===== src/sv/nvs_dist.sv =====
// ----------------------------------------------------------------------------
// nvs_dist
// Three-stage squared Euclidean distance pipeline: absolute difference per
// component, square per component, sum over components. One entry per cycle.
// ----------------------------------------------------------------------------
module nvs_dist #(
  parameter int unsigned DIMENSIONS     = 4,
  parameter int unsigned COMPONENT_BITS = 16,
  parameter int unsigned TAG_BITS       = 6,
  localparam int unsigned ROW_BITS      = DIMENSIONS * COMPONENT_BITS,
  localparam int unsigned SQ_BITS       = 2 * COMPONENT_BITS,
  localparam int unsigned SUM_BITS      = SQ_BITS + $clog2(DIMENSIONS)
) (
  input  logic                clk_i,
  input  logic                rst_ni,
  input  logic                valid_i,
  input  logic                last_i,
  input  logic [TAG_BITS-1:0] tag_i,
  input  logic [ROW_BITS-1:0] entry_i,
  input  logic [ROW_BITS-1:0] query_i,
  output logic                valid_o,
  output logic                last_o,
  output logic [TAG_BITS-1:0] tag_o,
  output logic [SUM_BITS-1:0] sum_o
);

  logic [COMPONENT_BITS-1:0] diff_d [DIMENSIONS];
  logic [COMPONENT_BITS-1:0] diff_q [DIMENSIONS];
  logic [SQ_BITS-1:0]        sq_d   [DIMENSIONS];
  logic [SQ_BITS-1:0]        sq_q   [DIMENSIONS];
  logic [SUM_BITS-1:0]       sum_d, sum_q;

  logic                vld1_q, vld2_q, vld3_q;
  logic                lst1_q, lst2_q, lst3_q;
  logic [TAG_BITS-1:0] tag1_q, tag2_q, tag3_q;

  // Stage 1: absolute difference per lane
  always_comb begin
    for (int d = 0; d < DIMENSIONS; d++) begin
      if (entry_i[d*COMPONENT_BITS +: COMPONENT_BITS] >=
          query_i[d*COMPONENT_BITS +: COMPONENT_BITS]) begin
        diff_d[d] = entry_i[d*COMPONENT_BITS +: COMPONENT_BITS] -
                    query_i[d*COMPONENT_BITS +: COMPONENT_BITS];
      end else begin
        diff_d[d] = query_i[d*COMPONENT_BITS +: COMPONENT_BITS] -
                    entry_i[d*COMPONENT_BITS +: COMPONENT_BITS];
      end
    end
  end

  // Stage 2: square per lane
  always_comb begin
    for (int d = 0; d < DIMENSIONS; d++) begin
      sq_d[d] = SQ_BITS'(diff_q[d]) * SQ_BITS'(diff_q[d]);
    end
  end

  // Stage 3: sum over lanes
  always_comb begin
    sum_d = '0;
    for (int d = 0; d < DIMENSIONS; d++) begin
      sum_d = sum_d + SUM_BITS'(sq_q[d]);
    end
  end

  // Data pipeline
  always_ff @(posedge clk_i) begin
    diff_q <= diff_d;
    sq_q   <= sq_d;
    sum_q  <= sum_d;
    tag1_q <= tag_i;
    tag2_q <= tag1_q;
    tag3_q <= tag2_q;
  end

  // Valid and last tracking
  always_ff @(posedge clk_i or negedge rst_ni) begin
    if (!rst_ni) begin
      vld1_q <= 1'b0;
      vld2_q <= 1'b0;
      vld3_q <= 1'b0;
      lst1_q <= 1'b0;
      lst2_q <= 1'b0;
      lst3_q <= 1'b0;
    end else begin
      vld1_q <= valid_i;
      vld2_q <= vld1_q;
      vld3_q <= vld2_q;
      lst1_q <= valid_i && last_i;
      lst2_q <= lst1_q;
      lst3_q <= lst2_q;
    end
  end

  assign valid_o = vld3_q;
  assign last_o  = lst3_q;
  assign tag_o   = tag3_q;
  assign sum_o   = sum_q;

endmodule


===== config.mk =====
export PLATFORM = sky130hd
export DESIGN_NAME = nvs_dist
export DESIGN_NICKNAME = d
export VERILOG_FILES = /design/src/sv/nvs_dist.sv
export SDC_FILE = /design/constraint.sdc
export NUM_CORES = 2
export LEC_CHECK = 0
export ABC_AREA = 1
export BUFFER_PORTS_ARGS = -buffer_cell sky130_fd_sc_hd__buf_2
export CAP_MARGIN = 10
export CELL_PAD_IN_SITES_DETAIL_PLACEMENT = 1
export CELL_PAD_IN_SITES_GLOBAL_PLACEMENT = 1
export CORE_UTILIZATION = 40
export CTS_CLUSTER_SIZE = 10
export DETAILED_ROUTE_END_ITERATION = 12
export PLACE_DENSITY_LB_ADDON = 0.1
export SYNTH_ARGS = -nofsm -noshare
export SYNTH_HDL_FRONTEND = slang
export SYNTH_SLANG_ARGS = --single-unit

===== constraint.sdc =====
create_clock -name clk_i -period 6.19 [get_ports clk_i]
set_clock_uncertainty 0.2 [all_clocks]
set_input_delay 0.619 -clock clk_i [delete_from_list [all_inputs] [get_ports clk_i]]
set_output_delay 0.619 -clock clk_i [all_outputs]
set_load 0.03 [all_outputs]

Yosys cells after proc, flatten, opt, wreduce, memory -nomap -nowiden
Cells that the tools add are included.
- flip-flop bits (word level): 250
- bits of input ports: 138
- logic and storage cells: 42
- output and inout bits: 42
- multiplexer cells: 4
- reductions and logical operators: 1
- multipliers: 4
- magnitude comparators: 4
- add/sub/neg operators: 11
- operators with widths (operator ; count):
    16-bit by 16-bit multiplier with 32-bit output ; 4
    16-bit subtractor ; 8
    16-bit >= comparator ; 4
    16-bit two-way mux ; 4
    33-bit by 32-bit adder with 34-bit output ; 1
    34-bit by 32-bit adder with 34-bit output ; 1
    32-bit by 32-bit adder with 33-bit output ; 1
    1-bit logical AND ; 1

Logic depth before layout (Yosys ltp)
- depth after elaboration: 3
- depth in mapped cells: 27
- gate-level depth less buffers: 25

Least setup slack after synthesis
Ideal clock, no wire load.
- kind: register to register
- start: register diff_q[61] (netlist bit)
- end: register sq_q[126] (netlist bit)
- library setup time: 0.112 ns
- arrival: 5.078 ns
- clock period less this slack: 5.390 ns
- stages on the path, launching flop included: 22
- buffers on the path: 2
- data required time: 5.878 ns
- setup slack: 0.800 ns
- cell sequence: dfxtp_1 -> clkbuf_1 -> buf_1 -> nand2_1 -> fa_1 -> inv_1 -> fa_1 -> fa_1 -> fa_1 -> fa_1 -> inv_1 -> fa_1 -> inv_1 -> ha_1 -> a21oi_1 -> nand2_1 -> nand2_1 -> nand2_1 -> a21oi_1 -> nand2_1 -> nand2_1 -> nand2_1
- RTL lines (what ; line ; RTL):
    start: declaration ; 28 ; logic [COMPONENT_BITS-1:0] diff_q [DIMENSIONS];
    start signal: assignment ; 68 ; diff_q <= diff_d;
    end signal: assignment ; 69 ; sq_q <= sq_d;
    end: declaration ; 30 ; logic [SQ_BITS-1:0] sq_q [DIMENSIONS];

==> results.toml <==
[run_status]
status = "completed"

[logic_synthesis]
syn_area_per_cell_sq_um = 7.08
synth_seq_area_share_pct = 10.1
synth_edf_count = 0
async_reset_ff_share_pct = 2.44
synthTopCellsByArea = "fa_1 (29%), nand2_1 (16%), inv_1 (15%)"
synth_top_cell_area_share_pct = 29.4
yosys.area.top_type = "fa_1"
ys_types = 44
syn-cell-area_sq_um = 48900
syn_inst = 6910
synth-seq-cells = 246
synth_flop_cell = "dfxtp_1"
ys_warn_count = 0

[clock_network]
cts_sinks = 246
numCtsBuffers = 35
htree_levels = 2
cts_buffer_depth = 3
cts_tree = "built"
post_cts_buffers = 0
insertion_delay_ns = 0.61
clkTransAtPathRegs_ns = 0.07
cts-root-buf = "clkbuf_16"

[floorplan]
die_w_um = 352
fp.coreArea_sq_um = 121000
dieArea_sq_um = 124000
rows = 127
io_pins = 180
die_h_um = 352
initial_core_util_pct = 40.6

[sta]
slew_violations = 0
min_period_ns = 5.89
min_period_over_period_pct = 95.1
setup_tns_ns = 0
hold_viol_final = 0
rsz0062_at_grt = "false"
setup-violations-final = 0
max_slew_margin_pct = 55.9
worst_pin_slew_ns = 0.661
fmax_mhz = 170
worst_hold_slack_ns = 0.104

[critical_path]
worstPathArrival_ns = 6.13
crit_path_start = "diff_q[7]$_DFF_P_"
end_kind = "flip-flop"
r2r_cells = 19
worstPathMaxFanout = 9
critPathKind = "reg -> reg"
r2r_start = "diff_q[7]$_DFF_P_"
critical_path.startpoint_type = "flip-flop"
regToRegSetupSlack_ns = 0.30
setup.worst_path.end = "sq_q[17]$_DFF_P_"
worstPathRequired_ns = 6.43
reg2reg_to = "sq_q[17]$_DFF_P_"

[drt]
first_pass_iters = 5
vias_per_cell = 4.66
vias = 40400
drtAntennaViolNets = 0
drc = 0
drt_iter0_markers = 1632
wl_mm = 138
wl_per_cell_um = 16.0

[global_routing]
grtUsageMet1_pct = 32.3
grt_start_max_net_pins = 24
antenna_found_initial = 2
grt-busiest-layer = "met2"
grt_pass1_wl_mm = 227
grt_use_total_pct = 23.2
grt_pass1_vias = 43800
use_met3_pct = 2.18
grt-ovfl-total = 0
met2_usage_pct = 38.9

[cells_and_area]
mostFrequentLayoutCells = "nand2_1 (2119), inv_1 (1961), fa_1 (718)"
area_growth_pct = 8.07
drive_above_1_share_pct = 5.85
layout_commonest_cell = "nand2_1"
final_nets = 8454

[placed_design]
portBuffers = 179
place.gp.congestion = 0.896
hpwl_mm = 123

[job]
maxCapViolCount = 0

[worst_hold_path]
holdCritPathClass = "reg -> reg"
critical path: stages (launching register included):
cell and delay (ns):
dfxtp_2 0.48, buf_4 0.24, nand2_1 0.10, inv_1 0.11
ha_1 0.24, xor2_1 0.28, fa_1 0.50, fa_1 0.57
fa_1 0.43, fa_1 0.49, inv_1 0.05, fa_1 0.47
inv_1 0.04, ha_1 0.41, nand2_1 0.15, nor2_1 0.25
inv_1 0.09, o21bai_1 0.19, nor2_1 0.10, xnor2_1 0.38
repair_timing:
| item | 4_1_cts | 5_1_grt |
|---|---|---|
| hold buffers | 9 | 0 |
| resized for setup | 0 | 17 |
| hold endpoints to repair | 14 | 0 |
| setup endpoints to repair | 0 | 37 |
kinds of logic (layout without fill, tap and decap cells):
family	Yosys count	in the layout	synth area share, %
AND/OR/NAND/NOR	2796	2796	23.1
buffers and inverters	2136	2285	16.6
adder cells (fa/ha/maj)	1279	1279	43.7
AO/OA/AOI/OAI	272	272	3.18
flip-flops	246	246	10.1
XOR/XNOR	179	179	3.21
other	2	4	0.0154
how the worst min path moves through the flow:
stage,startpoint,end,slack [ns],depth (start not counted)
2_1_floorplan,tag1_q[0]$_DFF_P_,tag2_q[0]$_DFF_P_,0.11,0
3_3_place_gp,tag1_q[3]$_DFF_P_,tag2_q[3]$_DFF_P_,0.11,0
3_5_place_dp,tag1_q[4]$_DFF_P_,tag2_q[4]$_DFF_P_,0.11,0
4_1_cts,tag2_q[0]$_DFF_P_,tag_o[0]$_DFF_P_,0.11,0
5_1_grt,tag1_q[3]$_DFF_P_,tag2_q[3]$_DFF_P_,0.13,0
6_report,tag2_q[0]$_DFF_P_,tag_o[0]$_DFF_P_,0.10,0
through the flow:
| step | util [%] | cell area [sq um] | instances | setup slack, ns |
|---|---|---|---|---|
| 4_1_cts | 43.8 | 52800 | 8672 | 0.0471 |
| 6_report | 43.8 | 52900 | 8673 | 0.301 |
| 5_1_grt | 43.8 | 52900 | 8672 | 0.00393 |
| 3_5_place_dp | 42.8 | 51600 | 8603 | 0.0585 |
| 3_3_place_gp | 42.8 | 51600 | 8603 | 0.190 |
| 2_1_floorplan | - | 48900 | 6911 | 0.800 |
cells in the mapped netlist (37+ instances only):
master / number
nand2_1: 2119
fa_1: 718
a21oi_1: 174
ha_1: 561
xor2_1: 130
dfxtp_1: 240
clkbuf_1: 116
o21bai_1: 41
nand4_1: 37
xnor2_1: 49
nand3_1: 257
inv_1: 1961
nor2_1: 284
final cells by class:
cell class	count	area (sq um)
Antenna cell	1	2.50
Clock buffer	46	957
Clock inverter	14	215
Fill cell	15600	67700
Inverter	1976	7420
Multi-Input combinational cell	4529	35800
Sequential cell	246	4980
Tap cell	1612	2020
Timing Repair Buffer	249	1460
per-layer routing:
layer | share of wire, % | vias to the layer above
met5 | 0 | -
met4 | 1.8 | 0
met3 | 3.1 | 127
met2 | 47 | 462
met1 | 48 | 19700
li1 | - | 20100
state kept, by name, summed over array words and instances (netlist names):
| signal | cells |
|---|---|
| diff_q | 64 |
| last_o | 1 |
| lst1_q | 1 |
| lst2_q | 1 |
| sq_q | 124 |
| sum_o | 34 |
| tag1_q | 6 |
| tag2_q | 6 |
| tag_o | 6 |
| valid_o | 1 |
| vld1_q | 1 |
| vld2_q | 1 |
Power is not shown: default switching activity piles up to over one toggle a cycle in this logic, so the estimate is an artifact.
